### src/hw/rtl/lir_pkg.sv
`timescale 1ns / 1ps

package lir_pkg;

    localparam int NUM_CH      = 8;
    localparam int SAMPLE_W    = 16;
    localparam int CFG_CH_W    = 4;
    localparam int STEP_W      = 19;
    localparam int CH_IDX_W    = 3;
    localparam int CNT_W       = 3;
    localparam int RESULTS_MAX = 8;
    localparam int APB_ADDR_W  = 3;
    localparam int APB_DATA_W  = 32;

    localparam logic [CFG_CH_W-1:0] CHANNELS_RESET = 4'd2;
    localparam logic [STEP_W-1:0]   STEP_RESET     = 19'd60211;

    // register index, taken from paddr[2]
    localparam logic REG_CHANNELS = 1'b0;
    localparam logic REG_STEP     = 1'b1;

    typedef struct packed {
        logic signed [SAMPLE_W-1:0] sample_7;
        logic signed [SAMPLE_W-1:0] sample_6;
        logic signed [SAMPLE_W-1:0] sample_5;
        logic signed [SAMPLE_W-1:0] sample_4;
        logic signed [SAMPLE_W-1:0] sample_3;
        logic signed [SAMPLE_W-1:0] sample_2;
        logic signed [SAMPLE_W-1:0] sample_1;
        logic signed [SAMPLE_W-1:0] sample_0;
    } t_in_frame;

    typedef struct packed {
        logic signed [SAMPLE_W-1:0] out_sample_7;
        logic signed [SAMPLE_W-1:0] out_sample_6;
        logic signed [SAMPLE_W-1:0] out_sample_5;
        logic signed [SAMPLE_W-1:0] out_sample_4;
        logic signed [SAMPLE_W-1:0] out_sample_3;
        logic signed [SAMPLE_W-1:0] out_sample_2;
        logic signed [SAMPLE_W-1:0] out_sample_1;
        logic signed [SAMPLE_W-1:0] out_sample_0;
        logic                       last_of_run;
    } t_out_frame;

    typedef struct packed {
        logic                latch_in;
        logic                init_phase;
        logic                drop_frame;
        logic                shift_prev;
        logic                clear_work;
        logic                mul;
        logic                add;
        logic                emit;
        logic                last;
        logic [CH_IDX_W-1:0] ch;
    } t_dp_cmd;

    typedef struct packed {
        logic phase_ge_one;
        logic sum_ge_one;
        logic out_free;
    } t_dp_status;

endpackage

### src/hw/rtl/lir_datapath.sv
`timescale 1ns / 1ps

module lir_datapath #(
    parameter int FRAC_BITS = 16
) (
    input  logic                        i_clk,
    input  logic                        i_rst_n,
    input  lir_pkg::t_dp_cmd            i_cmd,
    output lir_pkg::t_dp_status         o_status,
    input  logic [lir_pkg::STEP_W-1:0]  i_step,
    input  lir_pkg::t_in_frame          i_in_data,
    output lir_pkg::t_out_frame         o_out_data,
    output logic                        o_out_valid,
    input  logic                        i_out_stall
);
    import lir_pkg::*;

    localparam int PH_W   = ((FRAC_BITS + 1 > STEP_W) ? FRAC_BITS + 1 : STEP_W) + 1;
    localparam int PROD_W = FRAC_BITS + SAMPLE_W + 2;
    localparam int DIFF_W = SAMPLE_W + 1;
    localparam logic [PH_W-1:0]          ONE_FRAME  = PH_W'(1) << FRAC_BITS;
    localparam logic signed [PROD_W-1:0] TRUNC_BIAS = PROD_W'((1 << FRAC_BITS) - 1);

    logic signed [SAMPLE_W-1:0] r_prev [NUM_CH];
    logic signed [SAMPLE_W-1:0] r_cur  [NUM_CH];
    logic signed [SAMPLE_W-1:0] r_work [NUM_CH];
    logic signed [SAMPLE_W-1:0] in_arr [NUM_CH];
    logic [PH_W-1:0]            r_phase;
    logic [PH_W-1:0]            phase_sum;
    logic signed [PROD_W-1:0]   r_prod;
    logic signed [PROD_W-1:0]   n_prod;
    logic signed [PROD_W-1:0]   biased;
    logic signed [SAMPLE_W-1:0] r_base;
    logic signed [DIFF_W-1:0]   diff;
    logic signed [FRAC_BITS:0]  frac_s;
    logic signed [DIFF_W-1:0]   q;
    logic signed [DIFF_W:0]     lerp_sum;
    t_out_frame                 r_out;
    t_out_frame                 n_out;
    logic                       r_out_valid;

    assign in_arr[0] = i_in_data.sample_0;
    assign in_arr[1] = i_in_data.sample_1;
    assign in_arr[2] = i_in_data.sample_2;
    assign in_arr[3] = i_in_data.sample_3;
    assign in_arr[4] = i_in_data.sample_4;
    assign in_arr[5] = i_in_data.sample_5;
    assign in_arr[6] = i_in_data.sample_6;
    assign in_arr[7] = i_in_data.sample_7;

    assign phase_sum = r_phase + PH_W'(i_step);

    assign o_status.phase_ge_one = (r_phase >= ONE_FRAME);
    assign o_status.sum_ge_one   = (phase_sum >= ONE_FRAME);
    assign o_status.out_free     = !r_out_valid || !i_out_stall;

    // fraction times difference, truncated toward zero
    assign diff   = DIFF_W'(r_cur[i_cmd.ch]) - DIFF_W'(r_prev[i_cmd.ch]);
    assign frac_s = {1'b0, r_phase[FRAC_BITS-1:0]};
    assign n_prod = PROD_W'(frac_s) * PROD_W'(diff);

    assign biased   = r_prod + (r_prod[PROD_W-1] ? TRUNC_BIAS : PROD_W'(0));
    assign q        = biased[FRAC_BITS +: DIFF_W];
    assign lerp_sum = (DIFF_W + 1)'(r_base) + (DIFF_W + 1)'(q);

    always_comb begin
        n_out.out_sample_0 = r_work[0];
        n_out.out_sample_1 = r_work[1];
        n_out.out_sample_2 = r_work[2];
        n_out.out_sample_3 = r_work[3];
        n_out.out_sample_4 = r_work[4];
        n_out.out_sample_5 = r_work[5];
        n_out.out_sample_6 = r_work[6];
        n_out.out_sample_7 = r_work[7];
        n_out.last_of_run  = i_cmd.last;
    end

    always_ff @(posedge i_clk) begin
        if (i_cmd.latch_in) begin
            for (int i = 0; i < NUM_CH; i++) begin
                r_cur[i] <= in_arr[i];
            end
        end
        if (i_cmd.shift_prev) begin
            for (int i = 0; i < NUM_CH; i++) begin
                r_prev[i] <= r_cur[i];
            end
        end
        if (i_cmd.clear_work) begin
            for (int i = 0; i < NUM_CH; i++) begin
                r_work[i] <= '0;
            end
        end else if (i_cmd.add) begin
            r_work[i_cmd.ch] <= lerp_sum[SAMPLE_W-1:0];
        end
        if (i_cmd.mul) begin
            r_prod <= n_prod;
            r_base <= r_prev[i_cmd.ch];
        end
        if (i_cmd.emit) begin
            r_out <= n_out;
        end
    end

    always_ff @(posedge i_clk) begin
        if (!i_rst_n) begin
            r_phase     <= '0;
            r_out_valid <= 1'b0;
        end else begin
            if (i_cmd.init_phase) begin
                r_phase <= '0;
            end else if (i_cmd.drop_frame) begin
                r_phase <= r_phase - ONE_FRAME;
            end else if (i_cmd.emit) begin
                if (!i_cmd.last) begin
                    r_phase <= phase_sum;
                end else if (phase_sum >= ONE_FRAME) begin
                    r_phase <= phase_sum - ONE_FRAME;
                end else begin
                    r_phase <= '0;
                end
            end
            if (i_cmd.emit) begin
                r_out_valid <= 1'b1;
            end else if (!i_out_stall) begin
                r_out_valid <= 1'b0;
            end
        end
    end

    assign o_out_data  = r_out;
    assign o_out_valid = r_out_valid;

endmodule

### src/hw/rtl/lir_ctrl.sv
`timescale 1ns / 1ps

module lir_ctrl #(
    parameter int MAX_CHANNELS = 8
) (
    input  logic                          i_clk,
    input  logic                          i_rst_n,
    input  logic                          i_in_valid,
    output logic                          o_in_stall,
    input  logic [lir_pkg::CFG_CH_W-1:0]  i_channels,
    input  lir_pkg::t_dp_status           i_status,
    output lir_pkg::t_dp_cmd              o_cmd
);
    import lir_pkg::*;

    typedef enum logic [2:0] {
        S_IDLE,
        S_CHECK,
        S_MUL,
        S_ADD,
        S_EMIT
    } t_state;

    t_state              r_state, n_state;
    logic [CH_IDX_W-1:0] r_ch, n_ch;
    logic [CNT_W-1:0]    r_cnt, n_cnt;
    logic                r_primed, n_primed;
    logic [CFG_CH_W-1:0] nch;
    logic [CH_IDX_W-1:0] last_ch;
    logic                last_frame;

    always_comb begin
        if (i_channels == '0) begin
            nch = CFG_CH_W'(1);
        end else if (i_channels > CFG_CH_W'(MAX_CHANNELS)) begin
            nch = CFG_CH_W'(MAX_CHANNELS);
        end else begin
            nch = i_channels;
        end
    end

    assign last_ch    = CH_IDX_W'(nch - CFG_CH_W'(1));
    assign last_frame = i_status.sum_ge_one || (r_cnt == CNT_W'(RESULTS_MAX - 1));

    always_comb begin
        n_state  = r_state;
        n_ch     = r_ch;
        n_cnt    = r_cnt;
        n_primed = r_primed;
        o_cmd    = '0;
        o_cmd.ch = r_ch;
        case (r_state)
            S_IDLE: begin
                if (i_in_valid) begin
                    o_cmd.latch_in = 1'b1;
                    n_state        = S_CHECK;
                end
            end
            S_CHECK: begin
                if (!r_primed) begin
                    o_cmd.shift_prev = 1'b1;
                    o_cmd.init_phase = 1'b1;
                    n_primed         = 1'b1;
                    n_state          = S_IDLE;
                end else if (i_status.phase_ge_one) begin
                    o_cmd.shift_prev = 1'b1;
                    o_cmd.drop_frame = 1'b1;
                    n_state          = S_IDLE;
                end else begin
                    o_cmd.clear_work = 1'b1;
                    n_ch             = '0;
                    n_cnt            = '0;
                    n_state          = S_MUL;
                end
            end
            S_MUL: begin
                o_cmd.mul = 1'b1;
                n_state   = S_ADD;
            end
            S_ADD: begin
                o_cmd.add = 1'b1;
                if (r_ch == last_ch) begin
                    n_state = S_EMIT;
                end else begin
                    n_ch    = r_ch + CH_IDX_W'(1);
                    n_state = S_MUL;
                end
            end
            S_EMIT: begin
                if (i_status.out_free) begin
                    o_cmd.emit = 1'b1;
                    o_cmd.last = last_frame;
                    if (last_frame) begin
                        o_cmd.shift_prev = 1'b1;
                        n_state          = S_IDLE;
                    end else begin
                        n_cnt   = r_cnt + CNT_W'(1);
                        n_ch    = '0;
                        n_state = S_MUL;
                    end
                end
            end
            default: begin
                n_state = S_IDLE;
            end
        endcase
    end

    always_ff @(posedge i_clk) begin
        if (!i_rst_n) begin
            r_state  <= S_IDLE;
            r_ch     <= '0;
            r_cnt    <= '0;
            r_primed <= 1'b0;
        end else begin
            r_state  <= n_state;
            r_ch     <= n_ch;
            r_cnt    <= n_cnt;
            r_primed <= n_primed;
        end
    end

    assign o_in_stall = (r_state != S_IDLE);

endmodule

### src/hw/rtl/linear_interp_resampler.sv
`timescale 1ns / 1ps
// Flow per input: the transfer is latched in the idle state and checked; then, for each output frame,
// one shared multiplier and adder work the active channels one at a time (a multiply state,
// then an add state), and the emit state registers the frame. An input gives up to 8 output
// frames (or none); the input side stalls until done, also while the output side stalls.
// Reset is synchronous: channels = 2, step = 60211, phase = 0, no frame seen, output empty.

module linear_interp_resampler #(
    parameter int MAX_CHANNELS = 8,
    parameter int FRAC_BITS    = 16
) (
    input  logic                            i_clk,
    input  logic                            i_rst_n,
    input  logic                            i_in_valid,
    output logic                            o_in_stall,
    input  lir_pkg::t_in_frame              i_in_data,
    output logic                            o_out_valid,
    input  logic                            i_out_stall,
    output lir_pkg::t_out_frame             o_out_data,
    input  logic                            psel,
    input  logic                            penable,
    input  logic                            pwrite,
    input  logic [lir_pkg::APB_ADDR_W-1:0]  paddr,
    input  logic [lir_pkg::APB_DATA_W-1:0]  pwdata,
    output logic [lir_pkg::APB_DATA_W-1:0]  prdata,
    output logic                            pready
);
    import lir_pkg::*;

    logic [CFG_CH_W-1:0] r_channels;
    logic [STEP_W-1:0]   r_step;
    logic                cfg_wr;
    t_dp_cmd             dp_cmd;
    t_dp_status          dp_status;

    assign pready = 1'b1;
    assign cfg_wr = psel && penable && pwrite && pready;

    always_ff @(posedge i_clk) begin
        if (!i_rst_n) begin
            r_channels <= CHANNELS_RESET;
            r_step     <= STEP_RESET;
        end else if (cfg_wr) begin
            case (paddr[2])
                REG_CHANNELS: r_channels <= pwdata[CFG_CH_W-1:0];
                REG_STEP:     r_step     <= pwdata[STEP_W-1:0];
                default:      r_step     <= r_step;
            endcase
        end
    end

    always_comb begin
        case (paddr[2])
            REG_CHANNELS: prdata = APB_DATA_W'(r_channels);
            REG_STEP:     prdata = APB_DATA_W'(r_step);
            default:      prdata = '0;
        endcase
    end

    lir_ctrl #(
        .MAX_CHANNELS (MAX_CHANNELS)
    ) u_ctrl (
        .i_clk      (i_clk),
        .i_rst_n    (i_rst_n),
        .i_in_valid (i_in_valid),
        .o_in_stall (o_in_stall),
        .i_channels (r_channels),
        .i_status   (dp_status),
        .o_cmd      (dp_cmd)
    );

    lir_datapath #(
        .FRAC_BITS (FRAC_BITS)
    ) u_dp (
        .i_clk       (i_clk),
        .i_rst_n     (i_rst_n),
        .i_cmd       (dp_cmd),
        .o_status    (dp_status),
        .i_step      (r_step),
        .i_in_data   (i_in_data),
        .o_out_data  (o_out_data),
        .o_out_valid (o_out_valid),
        .i_out_stall (i_out_stall)
    );

endmodule

### config.mk
export PLATFORM = sky130hd
export DESIGN_NAME = linear_interp_resampler
export DESIGN_NICKNAME = d
export VERILOG_FILES = /design/src/hw/rtl/lir_pkg.sv /design/src/hw/rtl/lir_datapath.sv /design/src/hw/rtl/lir_ctrl.sv /design/src/hw/rtl/linear_interp_resampler.sv
export SDC_FILE = /design/constraint.sdc
export NUM_CORES = 1
export LEC_CHECK = 0
export ABC_AREA = 1
export BUFFER_PORTS_ARGS = -buffer_cell sky130_fd_sc_hd__buf_2
export CAP_MARGIN = 20
export CORE_MARGIN = 2
export CORE_UTILIZATION = 55
export DETAILED_ROUTE_END_ITERATION = 8
export GPL_ROUTABILITY_DRIVEN = 0
export GPL_TIMING_DRIVEN = 0
export PLACE_DENSITY = 0.78
export SYNTH_ARGS = -nofsm -noshare
export SYNTH_HDL_FRONTEND = slang
export SYNTH_SLANG_ARGS = --single-unit
### constraint.sdc
create_clock -name i_clk -period 9.85 [get_ports i_clk]
set_clock_uncertainty 0.1 [all_clocks]
set_input_delay 0.4925 -clock i_clk [delete_from_list [all_inputs] [get_ports i_clk]]
set_output_delay 0.4925 -clock i_clk [all_outputs]
set_load 0.02 [all_outputs]
-- Word level (Yosys, flattened, before mapping)
Memories as Yosys holds them, arrays and structs flattened. A register that Yosys moved wholly into a read port is not among the register bits.
Cells that the tools add are included.
- bits in registers: 105
- RAM bits: 384
- output and inout bits: 164
- word-level logic and storage cells: 120
- memories: 3
- add/sub/neg operators: 9
- $mul: 1
- order comparisons: 3
- equality and inequality tests: 13
- multiplexer cells: 59
- bitwise gates (word level): 2
- reduce and logical (&&, ||, !) cells: 19
- memory list (memory ; depth ; bits a word ; rd ports ; clocked after memory_dff ; wr ports ; RTL line ; source):
    u_dp.r_cur ; 8 ; 16 ; 9 ; 1 ; 8 ; lir_datapath.sv:25 ; logic signed [SAMPLE_W-1:0] r_cur [NUM_CH];
    u_dp.r_prev ; 8 ; 16 ; 1 ; 1 ; 8 ; lir_datapath.sv:24 ; logic signed [SAMPLE_W-1:0] r_prev [NUM_CH];
    u_dp.r_work ; 8 ; 16 ; 8 ; 8 ; 8 ; lir_datapath.sv:26 ; logic signed [SAMPLE_W-1:0] r_work [NUM_CH];
- operator list (operator ; number):
    20-bit two-way mux ; 4
    32-bit case mux with 2 select lines ; 1
    3-bit two-way mux ; 17
    20-bit by 17-bit >= comparator with 1-bit output (second input constant) ; 2
    20-bit by 17-bit subtractor with 20-bit output (second input constant) ; 2
    17-bit by 17-bit multiplier with 34-bit output ; 1
    32-bit adder ; 1
    16-bit two-way mux ; 2
    1-bit two-way mux ; 24
    20-bit by 19-bit adder with 20-bit output ; 1
    16-bit by 16-bit subtractor with 17-bit output ; 1
    16-bit adder ; 1
    16-bit OR reduction ; 1
    3-bit case mux with 5 select lines ; 1
    2-bit two-way mux ; 7
    2-bit inequality test (second input constant) ; 5
    3-bit case mux with 3 select lines ; 1
    3-bit by 1-bit adder with 3-bit output (second input constant) ; 2
    3-bit by 2-bit == test with 1-bit output (second input constant) ; 2
    3-bit == test (second input constant) ; 2
    3-bit case mux with 2 select lines ; 1
    2-bit AND reduction ; 3
    6-bit AND reduction ; 1
    3-bit nonzero test ; 2
    15 further kinds ; 21

-- Depth between registers and ports, before layout
- depth after elaboration: 9
- gate-level depth with buffers: 49
- mapped depth without buffers: 45

-- Hierarchy
Synthesis repeated with hierarchy kept, for this count alone.
- cells, all modules: 3221
- area, all modules: 34843.4 um^2
- modules (own cells, without submodules) (module ; times used ; cells an instance ; area an instance (um^2) ; seq. area each (um^2)):
    lir_datapath ; 1 ; 2922 ; 32930.3 ; 17296.6
    linear_interp_resampler ; 1 ; 187 ; 1177.4 ; 460.4
    lir_ctrl ; 1 ; 112 ; 735.7 ; 200.2

-- Least setup slack after synthesis
OpenSTA, ideal clock, no wires.
- path type: register to register
- start point: register u_dp.r_phase[14]
- end point: memory u_dp.r_prev[0][0] (enable)
- data arrival time: 9984 ps
- required time: 8958 ps
- path slack: -1026 ps
- cell stages (with the launch flop): 9
- path buffers: 1
- clock period less this slack: 10876 ps
- cells stage by stage: dfxtp_1 > buf_4 > clkinv_1 > nand2_1 > nor4_1 > nand3_1 > nand4_1 > nor2_1 > o21ai_0
- RTL lines (item ; RTL line ; source):
    start, declared ; lir_datapath.sv:28 ; logic [PH_W-1:0] r_phase;
    start signal, assigned ; lir_datapath.sv:113 ; r_phase <= r_phase - ONE_FRAME;
    start signal, assigned ; lir_datapath.sv:116 ; r_phase <= phase_sum;
    start signal, assigned ; lir_datapath.sv:118 ; r_phase <= phase_sum - ONE_FRAME;
    end, declared ; lir_datapath.sv:24 ;

==> impl_results.md <==
* Top post-synthesis cells by area: edfxtp_1, fa_1, ha_1, nor2_1, inv_1
* Total track usage at 28.1%
* CP top delay family: adder cells
* Multiplexer share of the synthesized area at 0%
* Run status: complete, no violations
* Non-Filler Instances at 4720
* Largest net degree at the start of global routing at around 110
* Worst-Skew Late Latency at about 0.63 ns
* H-tree depth at 2
* Cell Area, Synth at 34800 sq um
* Net Switching at 1.73 mW
* Crit path time final at 9.49 ns
* Total wire length at roughly 90000 um
* CP most frequent cell: fa_1
* Max_cap viols at 0
* N_diodes at 0
* Crit-path slowest cell: fa_1
* Post-Synth Adder-Cell Area at 19.4%
* Clock power share at 36.3%
* CTS sink cnt at 619
* Max-slew violations at 0
* Inst Count DP at 4468
* Power per cell area at ~150 nW/um^2
* Sequential fraction of the synthesis area at 51.7%
* Vias at 26184
* VDD IR max at 153 uV
* Final setup TNS at 0 ns
* Setup Crit Path Kind: register to register
* # DRC at 0
* Synth-to-Final Area Change at 18.4%
* Die area at 65400 sq um
* Least-Margin Pin Slew at 1.19 ns
* LEAKAGE at 18.3 nW
* Slowest stage delay, CP at 0.56 ns
* Reg-to-reg setup timing slack at 0.36 ns
* Critical Path End Type: register
* Fmax at 105 MHz
* Final worst path period share at between 90% and 100%
* Root buf cell: clkbuf_16
* Post-Synthesis Cells at 3292
* Largest family of logic cells by synthesized area: adder cells
* Rel. slew slack at 20.3%
* Initial Utilization at 55.4%
* # fillers at 4659
* Crit path buffers/inverters at 6
* Vias in the first global route at roughly 26000
* Post-synth EDFFs at 562
* Routed vias/inst at 5.55
* Synth top area share at 48.5%
* Longest Clk Path Bufs at 3
* Total congestion overflow at 0
* Clock transition at path regs at 0.06 ns
* Switching Share at 27.4%
* Die Ht at roughly 260 um
* FP Rows at 92
* Top_reg_cell synth: edfxtp_1
* Hold_ws at 0.0117 ns
* Routed length per placed instance at 19.6 um
* Clock buffer count from CTS at 59
* Asr flop ratio synth at 0%
* Share of cells above drive strength 1 at 13.9%
* Nets at 4409
* Die X at 256 um
* Buffers on Ports at 304
* Worst hold path class: input pin to register
* Post-Synth XOR/XNOR Area at 1.66%
* Final setup fails at 0
* Library cells used by synthesis at 56
* First-pass detailed-route iteration total at 6
* Post-Synth Simple-Gate Area at 14.1%
* Seq pwr share at 47.8%
* Arrival @ worst endpoint at just under 10 ns
* Core Region at 62900 sq um
* Post-layout util at approximately two thirds
* Warnings, synthesis at 0
* First-pass GRT wire length at 142000 um
* Comb pwr share at between 10% and 20%
* Final hold violations at 0
* Yosys reg bits at 619
* # IOs at between 300 and 400
* Initial antenna violation count at 1
* Int Power at 4.57 mW
* Post-synthesis compound-gate area fraction at 6.55%
* Dpl hpwl at roughly 67000 um
* ANT nets after route at 0
* Syn avg cell area at 10.6 sq um
* Max FO, Critical Path at 10
* CP required at 10.13 ns
* Starting DRT DRC Count at approximately 2600
* TritonCTS clock tree: done
* Setup crit start kind: register
* Yosys top cell by area: edfxtp_1
metal layers:
layer	part of all wire, %	track usage [%]
met1	36	33.3
met2	49	48.6
met3	9.1	5.93
met4	5.7	14.1
met5	0.014	0
synthesized netlist by cell type (all sizes together), types with 25 or more instances:
library cell and n:
nand2 451, xnor2 28, clkbuf 91, edfxtp 562, a21oi 117, o22ai 48, nand4 25, dfxtp 57
buf 29, ha 201, inv 452, o21ai 202, xor2 37, fa 212, nor2 543, nand3 107
or2 26, nor3 25
cell families (layout without fill, tap and decap cells):
family,Yosys count,after routing
AOI/OAI and AO/OA,419,419
xor gates and xnor gates,65,65
adders and majority gates,413,413
buffers and inverters,582,1152
DFF,619,619
other,2,14
and+or+nand+nor,1192,1192
flip-flops by register name, indices dropped and copies added, names as in the netlist, named ones only:
signal / count
u_dp.o_out_data: 1
u_ctrl.r_primed: 1
u_dp.o_out_valid: 1
u_dp.r_prod: 33
u_dp.r_prev: 128
u_ctrl.r_state: 3
o_out_data: 128
r_channels: 4
u_ctrl.r_ch: 3
u_dp.r_cur: 128
u_dp.r_base: 16
u_dp.r_work: 128
u_ctrl.r_cnt: 3
r_step: 19
u_dp.r_phase: 20
timing repair:
action	4_1_cts	5_1_grt
pin swaps	0	1
setup buffers	0	1
hold buffers	143	0
resized for setup	17	72
setup endpoints to repair	17	10
endpoints found under the hold margin	144	0
worst reg2reg max path: cells and delay by family, from the launching register on:
kind | cells | cell delay [ns]
AOI/OAI and AO/OA | 6 | 1.09
adders and majority gates | 9 | 4.32
buffers and inverters | 6 | 1.15
DFF | 1 | 0.33
and+or+nand+nor | 18 | 2.23
power groups by stage:
stage / logic [mW] / registers (mW) / clock network, mW
final: 1.00 / 3.01 / 2.29
after global placement: 0.864 / 3.09 / 0
after global routing: 1.08 / 3.02 / 2.40
after detailed placement: 0.899 / 3.06 / 0
after CTS: 0.953 / 3.01 / 2.29
after floorplan: 0.572 / 3.06 / 0
through the flow:
step / worst slack, ns / power [mW] / instance area [sq um]
floorplan: 1.34 / 3.63 / 34900
global placement: -0.611 / 3.95 / 37500
detailed placement: -0.750 / 3.96 / 37700
CTS: 0.0852 / 6.25 / 41100
global route: -0.0361 / 6.50 / 41200
finish: 0.363 / 6.30 / 41200
area by class of cell:
cell class | instances | area (sq um) | share of cell area [%]
inverters | 462 | 1730 | 4.20
well taps | 846 | 1060 | 2.57
plain buffers | 119 | 602 | 1.46
multi-input cells | 2103 | 14700 | 35.6
clock inverters | 37 | 399 | 0.968
repair buffers | 462 | 3190 | 7.73
clock buffers | 72 | 1550 | 3.75
flip-flops and latches | 619 | 18000 | 43.7
placed cells by master, fill, tap and decap left out, types with 17 or more instances in the layout:
master,synthesis,routed
a21oi_1,115,115
a31oi_1,21,17
buf_2,8,312
buf_4,18,23
clkbuf_1,91,71
clkbuf_16,0,60
clkbuf_2,0,23
clkinv_1,10,21
dfxtp_1,57,57
dlygate4sd3_1,0,143
edfxtp_1,562,562
fa_1,212,212
ha_1,201,200
inv_1,447,446
nand2_1,441,439
nand3_1,99,99
nand4_1,24,24
nor2_1,540,538
nor3_1,24,24
o21ai_0,195,189
o22ai_1,48,48
or2_2,20,20
xnor2_1,28,27
xor2_1,36,35
worst paths after layout:
path | startpoint | endpoint | depth (start not counted)
setup / recovery | register | u_dp.r_prod[33] | 39
hold / removal | pwdata[0] | r_step[0] | 3
setup reg to reg | register | u_dp.r_prod[33] | 39
hold reg to reg | u_dp.r_work[6][0] | o_out_data[97] | 0
Note: power is estimated with default switching activity, not from simulation.
